==> src/rtl/mnpe_pkg.sv <==
// ----------------------------------------------------------------------------
// mnpe_pkg
// Shared types and constants of the MIDI note pairing engine.
// ----------------------------------------------------------------------------
package mnpe_pkg;

  // Default depth of the open note table.
  localparam int unsigned OpenNotesDefault = 32;

  // Configuration register indexes.
  localparam logic [2:0] CfgClipStart = 3'd0;
  localparam logic [2:0] CfgMinDur    = 3'd1;
  localparam logic [2:0] CfgShortDur  = 3'd2;
  localparam logic [2:0] CfgOrphanDur = 3'd3;

  // Result kinds.
  localparam logic [1:0] KindNote    = 2'd0;
  localparam logic [1:0] KindClipLen = 2'd1;
  localparam logic [1:0] KindDropped = 2'd2;

  // One bar of four beats in Q16.16 is 2^18.
  localparam int unsigned BarShift = 18;

  // Command classes that the front hands to the back.
  typedef enum logic [1:0] {
    CmdNoteOn  = 2'd0,
    CmdNoteOff = 2'd1,
    CmdFlush   = 2'd2
  } cmd_kind_e;

  typedef struct packed {
    cmd_kind_e          kind;
    logic signed [31:0] beat;
    logic [6:0]         pitch;
    logic [6:0]         velocity;
    logic [4:0]         channel;
  } cmd_t;

  typedef struct packed {
    logic signed [31:0] clip_start;
    logic [15:0]        min_dur;
    logic [31:0]        short_dur;
    logic [31:0]        orphan_dur;
  } cfg_t;

  // Handshake between the queue and the back.
  typedef struct packed {
    logic valid;
    cmd_t cmd;
  } queue_out_t;

endpackage

==> src/rtl/mnpe_front.sv <==
// ----------------------------------------------------------------------------
// mnpe_front
// Accepts input words, classifies them and holds them in a two-entry queue.
// ----------------------------------------------------------------------------
module mnpe_front (
  input  logic                clk_i,
  input  logic                rst_ni,
  input  logic                start_i,
  output logic                busy_o,
  input  logic                op_i,
  input  logic signed [31:0]  event_beat_i,
  input  logic [6:0]          pitch_i,
  input  logic [6:0]          velocity_i,
  input  logic [4:0]          channel_i,
  output mnpe_pkg::queue_out_t q_o,
  input  logic                pop_i
);
  import mnpe_pkg::*;

  cmd_t       mem_q [2];
  logic       wr_ptr_q, wr_ptr_d;
  logic       rd_ptr_q, rd_ptr_d;
  logic [1:0] cnt_q, cnt_d;
  cmd_t       cmd_in;
  logic       push, pop;

  // Classify the incoming word.
  always_comb begin
    cmd_in.beat     = event_beat_i;
    cmd_in.pitch    = pitch_i;
    cmd_in.velocity = velocity_i;
    cmd_in.channel  = channel_i;
    if (op_i) begin
      cmd_in.kind = CmdFlush;
    end else if (velocity_i != 7'd0) begin
      cmd_in.kind = CmdNoteOn;
    end else begin
      cmd_in.kind = CmdNoteOff;
    end
  end

  assign busy_o    = (cnt_q == 2'd2);
  assign push      = start_i && !busy_o;
  assign pop       = pop_i && (cnt_q != 2'd0);
  assign q_o.valid = (cnt_q != 2'd0);
  assign q_o.cmd   = mem_q[rd_ptr_q];

  // Pointer and fill bookkeeping.
  always_comb begin
    wr_ptr_d = push ? ~wr_ptr_q : wr_ptr_q;
    rd_ptr_d = pop ? ~rd_ptr_q : rd_ptr_q;
    cnt_d    = cnt_q + {1'b0, push} - {1'b0, pop};
  end

  always_ff @(posedge clk_i or negedge rst_ni) begin
    if (!rst_ni) begin
      wr_ptr_q <= 1'b0;
      rd_ptr_q <= 1'b0;
      cnt_q    <= 2'd0;
    end else begin
      wr_ptr_q <= wr_ptr_d;
      rd_ptr_q <= rd_ptr_d;
      cnt_q    <= cnt_d;
    end
  end

  // Queue storage.
  always_ff @(posedge clk_i) begin
    if (push) begin
      mem_q[wr_ptr_q] <= cmd_in;
    end
  end

endmodule

==> src/rtl/mnpe_back.sv <==
// ----------------------------------------------------------------------------
// mnpe_back
// Carries out queued commands against the ordered open note table.
// ----------------------------------------------------------------------------
module mnpe_back #(
  parameter int unsigned OPEN_NOTES = mnpe_pkg::OpenNotesDefault
) (
  input  logic                 clk_i,
  input  logic                 rst_ni,
  input  mnpe_pkg::cfg_t       cfg_i,
  input  mnpe_pkg::queue_out_t q_i,
  output logic                 pop_o,
  output logic                 result_valid_o,
  output logic [1:0]           kind_o,
  output logic [6:0]           note_pitch_o,
  output logic [6:0]           note_velocity_o,
  output logic signed [32:0]   start_offset_o,
  output logic [31:0]          length_beats_o,
  output logic                 last_o
);
  import mnpe_pkg::*;

  localparam int unsigned CW = $clog2(OPEN_NOTES + 1);
  localparam int unsigned IW = (OPEN_NOTES > 1) ? $clog2(OPEN_NOTES) : 1;

  typedef enum logic [2:0] {
    StIdle, StScan, StShift, StFlushEmit, StFlushLen
  } state_e;

  state_e             state_q;
  cmd_t               cur_q;
  logic [CW-1:0]      count_q;
  logic [IW-1:0]      idx_q;
  logic signed [31:0] latest_q;
  logic signed [33:0] mx_q;
  cmd_t               table_q [OPEN_NOTES];

  logic [CW-1:0]      idx_ext, idx_nxt, rd_addr;
  cmd_t               ent;
  logic signed [32:0] dur, ent_off;
  logic [31:0]        dur_len;
  logic signed [33:0] orphan_end;
  logic signed [34:0] raw, rnd;
  logic [31:0]        clip_len;
  logic               match;

  // Table read at one address: the scan entry, or its successor when shifting.
  assign idx_ext = CW'(idx_q);
  assign idx_nxt = idx_ext + CW'(1);
  assign rd_addr = (state_q == StShift) ? idx_nxt : idx_ext;
  assign ent     = table_q[rd_addr[IW-1:0]];
  assign pop_o   = (state_q == StIdle) && q_i.valid;

  // Note arithmetic.
  always_comb begin
    dur     = {cur_q.beat[31], cur_q.beat} - {ent.beat[31], ent.beat};
    ent_off = {ent.beat[31], ent.beat} - {cfg_i.clip_start[31], cfg_i.clip_start};
    if (dur < $signed({17'd0, cfg_i.min_dur})) begin
      dur_len = cfg_i.short_dur;
    end else begin
      dur_len = dur[31:0];
    end
    match      = (ent.pitch == cur_q.pitch) && (ent.channel == cur_q.channel);
    orphan_end = {{2{ent.beat[31]}}, ent.beat} + $signed({2'b00, cfg_i.orphan_dur});
  end

  // Clip length: span rounded up to whole bars, at least one bar, saturated.
  always_comb begin
    raw = {mx_q[33], mx_q} - {{3{cfg_i.clip_start[31]}}, cfg_i.clip_start};
    rnd = raw + 35'sd262143;
    if (raw[34] || (raw == 35'sd0)) begin
      clip_len = 32'd262144;
    end else if (rnd[34:32] != 3'd0) begin
      clip_len = 32'hFFFF_FFFF;
    end else begin
      clip_len = {rnd[31:BarShift], {BarShift{1'b0}}};
    end
  end

  // Sequencer with registered result outputs.
  always_ff @(posedge clk_i or negedge rst_ni) begin
    if (!rst_ni) begin
      state_q         <= StIdle;
      cur_q           <= '0;
      count_q         <= '0;
      idx_q           <= '0;
      latest_q        <= '0;
      mx_q            <= '0;
      result_valid_o  <= 1'b0;
      kind_o          <= KindNote;
      note_pitch_o    <= '0;
      note_velocity_o <= '0;
      start_offset_o  <= '0;
      length_beats_o  <= '0;
      last_o          <= 1'b0;
    end else begin
      result_valid_o <= 1'b0;
      case (state_q)
        StIdle: begin
          if (q_i.valid) begin
            cur_q <= q_i.cmd;
            idx_q <= '0;
            case (q_i.cmd.kind)
              CmdNoteOn: begin
                if (count_q == CW'(OPEN_NOTES)) begin
                  result_valid_o  <= 1'b1;
                  kind_o          <= KindDropped;
                  note_pitch_o    <= q_i.cmd.pitch;
                  note_velocity_o <= q_i.cmd.velocity;
                  start_offset_o  <= {q_i.cmd.beat[31], q_i.cmd.beat}
                                   - {cfg_i.clip_start[31], cfg_i.clip_start};
                  length_beats_o  <= '0;
                  last_o          <= 1'b1;
                end else begin
                  count_q <= count_q + CW'(1);
                end
              end
              CmdNoteOff: begin
                if (count_q != '0) begin
                  state_q <= StScan;
                end
              end
              CmdFlush: begin
                mx_q    <= {{2{latest_q[31]}}, latest_q};
                state_q <= (count_q == '0) ? StFlushLen : StFlushEmit;
              end
              default: begin
                state_q <= StIdle;
              end
            endcase
          end
        end
        StScan: begin
          if (match) begin
            result_valid_o  <= 1'b1;
            kind_o          <= KindNote;
            note_pitch_o    <= ent.pitch;
            note_velocity_o <= ent.velocity;
            start_offset_o  <= ent_off;
            length_beats_o  <= dur_len;
            last_o          <= 1'b1;
            if (cur_q.beat > latest_q) begin
              latest_q <= cur_q.beat;
            end
            if (idx_nxt < count_q) begin
              state_q <= StShift;
            end else begin
              count_q <= count_q - CW'(1);
              state_q <= StIdle;
            end
          end else if (idx_nxt == count_q) begin
            state_q <= StIdle;
          end else begin
            idx_q <= idx_nxt[IW-1:0];
          end
        end
        StShift: begin
          // Close the gap one entry per cycle.
          if ((idx_nxt + CW'(1)) >= count_q) begin
            count_q <= count_q - CW'(1);
            state_q <= StIdle;
          end else begin
            idx_q <= idx_nxt[IW-1:0];
          end
        end
        StFlushEmit: begin
          result_valid_o  <= 1'b1;
          kind_o          <= KindNote;
          note_pitch_o    <= ent.pitch;
          note_velocity_o <= ent.velocity;
          start_offset_o  <= ent_off;
          length_beats_o  <= cfg_i.orphan_dur;
          last_o          <= 1'b0;
          if (orphan_end > mx_q) begin
            mx_q <= orphan_end;
          end
          if (idx_nxt == count_q) begin
            state_q <= StFlushLen;
          end else begin
            idx_q <= idx_nxt[IW-1:0];
          end
        end
        StFlushLen: begin
          result_valid_o  <= 1'b1;
          kind_o          <= KindClipLen;
          note_pitch_o    <= '0;
          note_velocity_o <= '0;
          start_offset_o  <= '0;
          length_beats_o  <= clip_len;
          last_o          <= 1'b1;
          count_q         <= '0;
          latest_q        <= cfg_i.clip_start;
          state_q         <= StIdle;
        end
        default: begin
          state_q <= StIdle;
        end
      endcase
    end
  end

  // Table storage: append at the fill count, shift down after a close.
  always_ff @(posedge clk_i) begin
    if ((state_q == StIdle) && q_i.valid && (q_i.cmd.kind == CmdNoteOn)
        && (count_q != CW'(OPEN_NOTES))) begin
      table_q[count_q[IW-1:0]] <= q_i.cmd;
    end else if (state_q == StShift) begin
      table_q[idx_q] <= ent;
    end
  end

endmodule

==> src/rtl/midi_note_pairing_engine.sv <==
// A word is registered in the front queue and waits there until the back is idle;
// a dropped note-on shows its result the cycle after the back takes it. A note-off
// scans the open table and closes the gap one entry per cycle. An end of take emits
// one word per open note, then the clip length word. The queue takes words back to
// back until two wait. Reset clears the table count, queue and registers; the
// receiver cannot stall.
// ----------------------------------------------------------------------------
// midi_note_pairing_engine
// Pairs MIDI note-on and note-off events into finished notes with durations.
// ----------------------------------------------------------------------------
module midi_note_pairing_engine #(
  parameter int unsigned OPEN_NOTES = mnpe_pkg::OpenNotesDefault
) (
  input  logic               clk_i,
  input  logic               rst_ni,
  input  logic               start_i,
  output logic               busy_o,
  input  logic               op_i,
  input  logic signed [31:0] event_beat_i,
  input  logic [6:0]         pitch_i,
  input  logic [6:0]         velocity_i,
  input  logic [4:0]         channel_i,
  input  logic               cfg_valid_i,
  output logic               cfg_ready_o,
  input  logic [2:0]         cfg_index_i,
  input  logic [31:0]        cfg_data_i,
  output logic               result_valid_o,
  output logic [1:0]         kind_o,
  output logic [6:0]         note_pitch_o,
  output logic [6:0]         note_velocity_o,
  output logic signed [32:0] start_offset_o,
  output logic [31:0]        length_beats_o,
  output logic               last_o
);
  import mnpe_pkg::*;

  cfg_t       cfg_q;
  queue_out_t q;
  logic       pop;

  assign cfg_ready_o = 1'b1;

  // Configuration registers.
  always_ff @(posedge clk_i or negedge rst_ni) begin
    if (!rst_ni) begin
      cfg_q.clip_start <= '0;
      cfg_q.min_dur    <= 16'd656;
      cfg_q.short_dur  <= 32'd8192;
      cfg_q.orphan_dur <= 32'd65536;
    end else if (cfg_valid_i) begin
      case (cfg_index_i)
        CfgClipStart: cfg_q.clip_start <= cfg_data_i;
        CfgMinDur:    cfg_q.min_dur    <= cfg_data_i[15:0];
        CfgShortDur:  cfg_q.short_dur  <= cfg_data_i;
        CfgOrphanDur: cfg_q.orphan_dur <= cfg_data_i;
        default:      cfg_q            <= cfg_q;
      endcase
    end
  end

  mnpe_front u_front (
    .clk_i        (clk_i),
    .rst_ni       (rst_ni),
    .start_i      (start_i),
    .busy_o       (busy_o),
    .op_i         (op_i),
    .event_beat_i (event_beat_i),
    .pitch_i      (pitch_i),
    .velocity_i   (velocity_i),
    .channel_i    (channel_i),
    .q_o          (q),
    .pop_i        (pop)
  );

  mnpe_back #(
    .OPEN_NOTES (OPEN_NOTES)
  ) u_back (
    .clk_i           (clk_i),
    .rst_ni          (rst_ni),
    .cfg_i           (cfg_q),
    .q_i             (q),
    .pop_o           (pop),
    .result_valid_o  (result_valid_o),
    .kind_o          (kind_o),
    .note_pitch_o    (note_pitch_o),
    .note_velocity_o (note_velocity_o),
    .start_offset_o  (start_offset_o),
    .length_beats_o  (length_beats_o),
    .last_o          (last_o)
  );

endmodule

==> config.mk <==
export PLATFORM = sky130hd
export DESIGN_NAME = midi_note_pairing_engine
export DESIGN_NICKNAME = d
export VERILOG_FILES = /design/src/rtl/mnpe_pkg.sv /design/src/rtl/mnpe_front.sv /design/src/rtl/mnpe_back.sv /design/src/rtl/midi_note_pairing_engine.sv
export SDC_FILE = /design/constraint.sdc
export NUM_CORES = 2
export LEC_CHECK = 0
export ABC_CLOCK_PERIOD_IN_PS = 20800
export BUFFER_PORTS_ARGS = -buffer_cell sky130_fd_sc_hd__buf_2
export CORE_MARGIN = 8
export CORE_UTILIZATION = 50
export DETAILED_ROUTE_END_ITERATION = 10
export HOLD_SLACK_MARGIN = 0.15
export PLACE_DENSITY = 0.66
export SYNTH_ARGS = -nofsm -noshare
export SYNTH_HDL_FRONTEND = slang
export SYNTH_SLANG_ARGS = --single-unit
export TNS_END_PERCENT = 30
==> constraint.sdc <==
create_clock -name clk_i -period 20.8 [get_ports clk_i]
set_clock_uncertainty 0.2 [all_clocks]
set_input_delay 6.24 -clock clk_i [delete_from_list [all_inputs] [get_ports clk_i]]
set_output_delay 6.24 -clock clk_i [all_outputs]
set_load 0.01 [all_outputs]
## Word level (Yosys, flattened, before mapping)

Memories as Yosys holds them, arrays and structs flattened.
Cells that the tools add are included.
W data, S select, Z words.

| word-level totals | value |
|---|---|
| register bits | 323 |
| bits in latches | 0 |
| memory bits (writable) | 1,802 |
| memory bits (read-only) | 0 |
| input bits | 91 |
| output and inout bits | 85 |
| memories kept | 2 |

Memories:

| name | depth | width | rd ports | clocked after Yosys merged registers in | write ports | RTL line | text |
|---|---|---|---|---|---|---|---|
| u_back.table_q | 32 | 53 | 1 | 0 | 1 | mnpe_back.sv:36 | `cmd_t table_q [OPEN_NOTES];` |
| u_front.mem_q | 2 | 53 | 1 | 0 | 1 | mnpe_front.sv:20 | `cmd_t mem_q [2];` |

| cells by class | value |
|---|---|
| add/subtract/negate cells | 12 |
| multiply operators | 0 |
| divide/modulo/power cells | 0 |
| order comparisons | 5 |
| equality and inequality tests | 31 |
| shift-type cells | 0 |
| multiplexer cells | 80 |
| bitwise logic cells | 2 |
| reduce and logical (&&, ||, !) cells | 35 |

Operators with widths:

| operator | count |
|---|---|
| $mux W32 | 9 |
| $mux W33 | 4 |
| $pmux W33 S4 | 1 |
| $pmux W32 S4 | 1 |
| $mux W34 | 3 |
| $sub A32 B32 Y33 | 3 |
| $pmux W34 S2 | 1 |
| $pmux W32 S2 | 1 |
| $mux W7 | 8 |
| $pmux W7 S4 | 2 |
| $mux W53 | 1 |
| $reduce_or A53 Y1 | 1 |
| $mux W6 | 6 |
| $add A35 B19 Y35 const B | 1 |
| $logic_not A35 Y1 | 1 |
| $sub A34 B32 Y35 | 1 |
| $add A32 B33 Y34 | 1 |
| $gt A34 B34 Y1 | 1 |
| $lt A33 B17 Y1 | 1 |
| $gt A32 B32 Y1 | 1 |
| $mux W5 | 6 |
| $pmux W6 S4 | 1 |
| $mux W3 | 7 |
| $pmux W5 S4 | 1 |
| 47 further kinds | 102 |

## Depth between registers and ports, before layout

| logic depth | value |
|---|---|
| depth in word-level cells | 8 |
| depth in mapped cells | 44 |

## Modules after synthesis

From an unflattened synthesis, not the netlist that was laid out.

| second synthesis, totals | value |
|---|---|
| cell total of the unflattened synthesis | 5,949 |
| area total of the unflattened synthesis | 92,658.9 um^2 |

Modules (own cells, without submodules):

| module | times used | cells each | area each (um^2) | sequential area each (um^2) |
|---|---|---|---|---|
| mnpe_back | 1 | 5,521 | 84,343.4 | 54,187.0 |
| midi_note_pairing_engine | 1 | 242 | 4,246.6 | 2,808.9 |
| mnpe_front | 1 | 186 | 4,068.9 | 3,283.1 |

## Worst setup path after synthesis

No wires, ideal clock.

| timing path | value |
|---|---|
| path kind | reg2reg |
| from | register u_back.idx_q[0] |
| to | register u_back.mx_q[18] |
| arrival | 9.341 ns |
| data required time | 20.459 ns |
| setup slack | 11.118 ns |
| stages on the path, launching flop included | 44 |
| cell sequence | dfrtp_1 buf_4 buf_4 inv_2 buf_2 buf_1 ha_1 buf_2 nor4bb_1 clkbuf_1 a21oi_1 buf_4 buf_2 buf_2 mux4_2 mux4_2 mux2i_1 inv_1 (+8 left out) a41oi_1 o21ai_0 a21oi_1 xnor2_1 ha_1 a21o_1 a21o_1 a21oi_1 nor2b_1 o21ai_0 or4b_2 a211oi_1 a21oi_1 a21o_1 clkbuf_1 clkbuf_1 nor2_1 a31oi_1 |

| on the way | value |
|---|---|
| cells in the longest elaborated chain, start to end | 7 |
| elaborated cells on any way between the ends | 9 |
| classes of those cells | add/sub: 2; order compare: 1; eq/ne: 1; mux: 3; reduce/logical: 1; memory: 1 |

Ends and longest elaborated chain:

| item | RTL line | text |
|---|---|---|
| from (decl) | mnpe_back.sv:33 | `logic [IW-1:0] idx_q;` |
| from (signal assigned) | mnpe_back.sv:154 | `idx_q <= idx_nxt[IW-1:0];` |
| from (signal assigned) | mnpe_back.sv:163 | `idx_q <= idx_nxt[IW-1:0];` |
| from (signal assigned) | mnpe_back.sv:180 | `idx_q <= idx_nxt[IW-1:0];` |
| $add A5 B1 Y6 | mnpe_back.sv:49 | `assign idx_nxt = idx_ext + CW'(1);` |
| $mux W5 * | mnpe_back.sv:50 | `assign rd_addr = (state_q == StShift) ? idx_nxt : idx_ext;` |
| $mem_v2 Z32 W53 * | - |  |
| $add A32 B33 Y34 * | mnpe_back.sv:64 | `orphan_end = {{2{ent.beat[31]}}, ent.beat} + $signed({2'b00, cfg_i.orphan_dur});` |
| $gt A34 B34 Y1 | mnpe_back.sv:174 | `if (orphan_end > mx_q) begin` |
| $ne A2 B1 Y1 (no source line) | - |  |
| $reduce_and A4 Y1 (no source line) | - |  |
| to (signal assigned) | mnpe_back.sv:124 | `mx_q <= {{2{latest_q[31]}}, latest_q};` |
| to (signal assigned) | mnpe_back.sv:175 | `mx_q <= orphan_end;` |
| to (decl) | mnpe_back.sv:35 | `logic signed [33:0] mx_q;` |

Every way passes the cells marked *; elsewhere a longest branch is shown, timed or not. The select of a mux whose other input is x is not followed.
A chain may end at the register's enable or synchronous reset.

## Final worst setup path

| timing path | value |
|---|---|
| from | register u_back.idx_q[0] |
| to | register u_back.length_beats_o[30] |

| on the way | value |
|---|---|
| cells in the longest elaborated chain, start to end | 8 |
| elaborated cells on any way between the ends | 13 |
| classes of those cells | add/sub: 2; order compare: 1; eq/ne: 3; mux: 4; reduce/logical: 2; memory: 1 |

Ends and longest elaborated chain:

| item | RTL line | text |
|---|---|---|
| $add A5 B1 Y6 | mnpe_back.sv:49 |  |
| $mux W5 * | mnpe_back.sv:50 |  |
| $mem_v2 Z32 W53 * | - |  |
| $sub A32 B32 Y33 | mnpe_back.sv:56 | `dur = {cur_q.beat[31], cur_q.beat} - {ent.beat[31], ent.beat};` |
| $lt A33 B17 Y1 | mnpe_back.sv:58 | `if (dur < $signed({17'd0, cfg_i.min_dur})) begin` |
| $mux W32 | mnpe_back.sv:58 |  |
| $mux W32 | mnpe_back.sv:134 | `if (match) begin` |
| $pmux W32 S4 | mnpe_back.sv:98 | `case (state_q)` |
| to (signal assigned) | mnpe_back.sv:140 | `length_beats_o <= dur_len;` |
| to (signal assigned) | mnpe_back.sv:172 | `length_beats_o <= cfg_i.orphan_dur;` |
| to (signal assigned) | mnpe_back.sv:189 | `length_beats_o <= clip_len;` |
| to (decl) | mnpe_back.sv:18 | `output logic [31:0] length_beats_o,` |

Marked as above.

==> Implementation_results.wiki <==
{| class="wikitable"
! Metric !! Value
|-
| Wire length of the first global-routing pass || 406 mm
|-
| Post-synth EDFFs || 1738
|-
| Slowest library cell on the worst path || sky130_fd_sc_hd__a2111oi_0
|-
| Maximum number of pins on one net before global-route repair || 148
|-
| Total Routing Usage GR || 27.0%
|-
| Detailed placer's ending HPWL || 175 mm
|-
| Total wire length || 284 mm
|-
| Clock Tree Root || sky130_fd_sc_hd__clkbuf_16
|-
| Largest driver fanout on the critical path || 46
|-
| Post-route setup TNS || 0 ps
|-
| Worst hold path type || reg -> reg
|-
| CP Class || reg -> reg
|-
| Wire length per cell || 31.1 microns
|-
| Overall die area || 205000 sq um
|-
| Number of maximum-capacitance violations || 0
|-
| Count of vias placed by the detailed router || 59400
|-
| Total standard cell area after synthesis || 95200 sq um
|-
| Area of the multi-input gates || 32900 sq um
|-
| Combined flip-flop and latch cell area || 60300 sq um
|-
| Max VDD drop || 0.128 mV
|-
| Number of H-tree levels || 4
|-
| Die Width || 452 microns
|-
| Internal Dissipation || 11100 uW
|-
| Post-synthesis share of cell area spent on full adders, half adders and majority gates || 3.19%
|-
| Final hold violation count || 0
|-
| Drt initial violations || 6995
|-
| Cell variety after synth || 113
|-
| Synth Warn # || 0
|-
| Gpl congestion || 0.939
|-
| Post-Synthesis Net Count || 6600
|-
| Setup repair after global routing missed its margin || no
|-
| Post-layout net count || 6772
|-
| Total of flip-flops plus latches after synthesis || 2061
|-
| Number of I/O pins || 176
|-
| Relative contribution of sequential cells to total power || 31.3%
|-
| Area growth from synthesis to layout || 11.3%
|-
| Leading register cell type out of synthesis || sky130_fd_sc_hd__edfxtp_1
|-
| Post-Place Cells || 8744
|-
| Synth async-reset ratio || 15.7%
|-
| Proportion of synthesized area in mux cells || 14.8%
|-
| Starting Density || 50.2%
|-
| Fraction of layout instances using a drive strength above 1 || 21.6%
|-
| Worst rel slew slack || 10.7%
|-
| Startpoint type of the worst setup path || flop
|-
| Vert. Die Dim || 452 microns
|-
| Initial antenna violation count || 10
|-
| Number of instances in the synthesized netlist || 6269
|-
| Synth Area in Compound Gates || 9.28%
|-
| Xor and xnor area share after synthesis || 1.23%
|-
| Share of total power in the clock network || 19.3%
|-
| Post-layout minimum cycle time || 12190 ps
|-
| Run status || finished, final reports clean
|-
| Post-Place Worst Slack || 8600 ps
|-
| GRT Residual Overflow || 0
|-
| # DRC || 0
|-
| Actual slew at the worst max-slew pin || 1340 ps
|-
| Largest family of logic cells by synthesized area || multiplexers
|-
| Most frequent cell on the critical path || sky130_fd_sc_hd__buf_4
|-
| Arrival time reported for the critical path endpoint || 12710 ps
|-
| First-pass detailed-route iteration total || 6
|-
| Power per unit of standard cell area || 178 nW/um^2
|-
| Number of fill cells || 14700
|-
| Post-CTS Setup Repair Bufs || 0
|-
| Insertion delay to the later sink of the worst-skew pair || 890 ps
|-
| CP Capture Type || flop
|-
| Number of clock buffers inserted by TritonCTS || 204
|-
| Share of total power in combinational logic || 49.4%
|-
| Leakage power figure || 0.0372 uW
|-
| Clk pin slew, worst setup/hold paths || 60 ps
|-
| Switching Share || 41.2%
|-
| Required time at the worst-slack endpoint || 21320 ps
|-
| Per-instance average area after synthesis || 15.2 sq um
|-
| Hold_ws || 279 ps
|-
| Number of buffers inserted by hold repair at cts || 0
|-
| Via count of the first global-routing pass || 58100
|-
| Post-detailed-placement cell area || 99200 sq um
|-
| Final setup violation count || 0
|-
| Post-synthesis sequential area ratio || 63.3%
|-
| Area of the core region || 190000 sq um
|-
| # clock sinks || 2061
|-
| Maximum buffer depth of the clock tree || 3
|-
| Number of routed nets with antenna violations || 0
|-
| TritonCTS clock tree || done
|-
| Vias per std cell || 6.51
|-
| Final instance area || 106000 sq um
|-
| Cell row count || 160
|-
| Switching power of the nets || 7790 uW
|-
| Cell Count, Final, Fillers Out || 9130
|-
| Cts repair resizes || 0
|-
| Worst Slack Setup Final || 8610 ps
|-
| Largest incremental delay on the critical path || 870 ps
|-
| Final period util || 58.6%
|-
| Slew Limit Fails || 0
|-
| Basic-gate share of the synthesized area counting and, or, nand and nor cells || 5.47%
|-
| IO Port Bufs || 174
|-
| Maximum clock frequency || 82.0 MHz
|}
## state kept, by name, indices dropped and copies added (netlist names), 2 cells and up
signal and count:
cfg_q 112, u_back.count_q 6, u_back.cur_q 44, u_back.idx_q 5
u_back.kind_o 2, u_back.latest_q 32, u_back.length_beats_o 32, u_back.mx_q 34
u_back.note_pitch_o 7, u_back.note_velocity_o 7, u_back.start_offset_o 33, u_back.state_q 3
u_back.table_q 1632, u_front.cnt_q 2, u_front.mem_q 106
## worst max-delay path: cells and delay by family (launching register included)
family,cells,cell delay [ps]
buffers and inverters,4,2090
multiplexers,4,2190
adder cells (fa/ha/maj),3,1170
flip-flops,1,710
AO/OA/AOI/OAI,11,4000
AND/OR/NAND/NOR,5,1100
XOR/XNOR,1,350
## layer usage
layer	wire [microns]	part of all wire, %	vias up	global-route usage [%]
li1	-	-	25100	-
met1	113000	40	30700	37.3
met2	133000	47	2975	43.1
met3	24500	8.6	553	4.52
met4	12800	4.5	0	11.1
met5	0	0	-	0
## cell usage after synthesis, types with 25 or more instances
library cell / n / area, sq um
sky130_fd_sc_hd__a211o_1: 25 / 219
sky130_fd_sc_hd__a211oi_1: 62 / 465
sky130_fd_sc_hd__a21o_1: 99 / 743
sky130_fd_sc_hd__a21oi_1: 297 / 1490
sky130_fd_sc_hd__a221oi_1: 25 / 219
sky130_fd_sc_hd__a31oi_1: 80 / 500
sky130_fd_sc_hd__buf_2: 137 / 686
sky130_fd_sc_hd__clkbuf_1: 159 / 597
sky130_fd_sc_hd__dfrtp_1: 318 / 7960
sky130_fd_sc_hd__edfxtp_1: 1738 / 52200
sky130_fd_sc_hd__ha_1: 235 / 2940
sky130_fd_sc_hd__inv_1: 241 / 905
sky130_fd_sc_hd__mux2_2: 220 / 2480
sky130_fd_sc_hd__mux2i_1: 204 / 2040
sky130_fd_sc_hd__mux4_2: 422 / 9500
sky130_fd_sc_hd__nand2_1: 344 / 1290
sky130_fd_sc_hd__nand2b_1: 31 / 194
sky130_fd_sc_hd__nand3_1: 60 / 300
sky130_fd_sc_hd__nand4_1: 44 / 275
sky130_fd_sc_hd__nor2_1: 348 / 1310
sky130_fd_sc_hd__nor2b_1: 48 / 300
sky130_fd_sc_hd__nor3_1: 71 / 355
sky130_fd_sc_hd__o211ai_1: 39 / 293
sky130_fd_sc_hd__o21a_1: 63 / 473
sky130_fd_sc_hd__o21ai_0: 176 / 881
sky130_fd_sc_hd__o221ai_1: 54 / 473
sky130_fd_sc_hd__o22ai_1: 86 / 538
sky130_fd_sc_hd__o31ai_1: 44 / 330
sky130_fd_sc_hd__xnor2_1: 77 / 674
sky130_fd_sc_hd__xor2_1: 51 / 447
## cells by family after synthesis
group           count (synthesis)
flops                        2061
compound gates               1288
simple gates                 1103
mux                           848
buf+inv                       597
fa+ha+maj                     240
xor+xnor                      131
other cells                     1
## path summary, 6_finish.rpt
path / from / to / slack [ps] / cells past startpoint
max: u_back.idx_q[0] / u_back.length_beats_o[30] / 8610 / 28
min: u_back.start_offset_o[28] / u_back.start_offset_o[28] / 280 / 2
max reg2reg: u_back.idx_q[0] / u_back.length_beats_o[30] / 8610 / 28
min reg2reg: u_back.start_offset_o[28] / u_back.start_offset_o[28] / 280 / 2
max in group asynchronous: rst_ni / u_back.start_offset_o[18] / 12260 / 4
min in group asynchronous: rst_ni / u_back.cur_q[1] / 5300 / 1
## final cells by class
cell class                      instances  area share [%]
Antenna cell                            6          0.0142
Inverter                              242           0.857
Clock buffer                          258            5.13
Sequential cell                      2061            56.9
Multi-Input combinational cell       3611            31.1
Clock inverter                        120            1.15
Tap cell                             2511            2.97
Timing Repair Buffer                  321            1.92
## metrics by stage
| step | total power (uW) | util [%] |
|---|---|---|
| after floorplan | 12200 | - |
| after global placement | 15100 | 52.3 |
| after detailed placement | 15200 | 52.3 |
| after CTS | 18800 | 55.9 |
| after global routing | 19800 | 55.9 |
| final | 18900 | 55.9 |
## power groups by stage
stage               Sequential [uW]  Combinational (uW)  Clock (uW)
floorplan                      5860                6310           0
global placement               5980                9090           0
detailed placement             5990                9200           0
CTS                            5910                9240        3690
global route                   5950               10000        3840
finish                         5920                9330        3650
## cell usage in the layout, fill, tap and decap left out, types with 80 or more instances in the layout
cell | synthesis | layout
sky130_fd_sc_hd__clkbuf_16 | 0 | 204
sky130_fd_sc_hd__edfxtp_1 | 1738 | 1738
sky130_fd_sc_hd__o22ai_1 | 86 | 86
sky130_fd_sc_hd__a21o_1 | 99 | 98
sky130_fd_sc_hd__inv_1 | 241 | 241
sky130_fd_sc_hd__nor2_1 | 348 | 312
sky130_fd_sc_hd__mux4_2 | 422 | 422
sky130_fd_sc_hd__mux2i_1 | 204 | 203
sky130_fd_sc_hd__a31oi_1 | 80 | 80
sky130_fd_sc_hd__ha_1 | 235 | 234
sky130_fd_sc_hd__mux2_2 | 220 | 220
sky130_fd_sc_hd__a21oi_1 | 297 | 248
sky130_fd_sc_hd__buf_4 | 20 | 142
sky130_fd_sc_hd__buf_2 | 137 | 173
sky130_fd_sc_hd__dfrtp_1 | 318 | 315
sky130_fd_sc_hd__nand2_1 | 344 | 343
sky130_fd_sc_hd__o21ai_0 | 176 | 175
(Power assumes the default switching activity.)
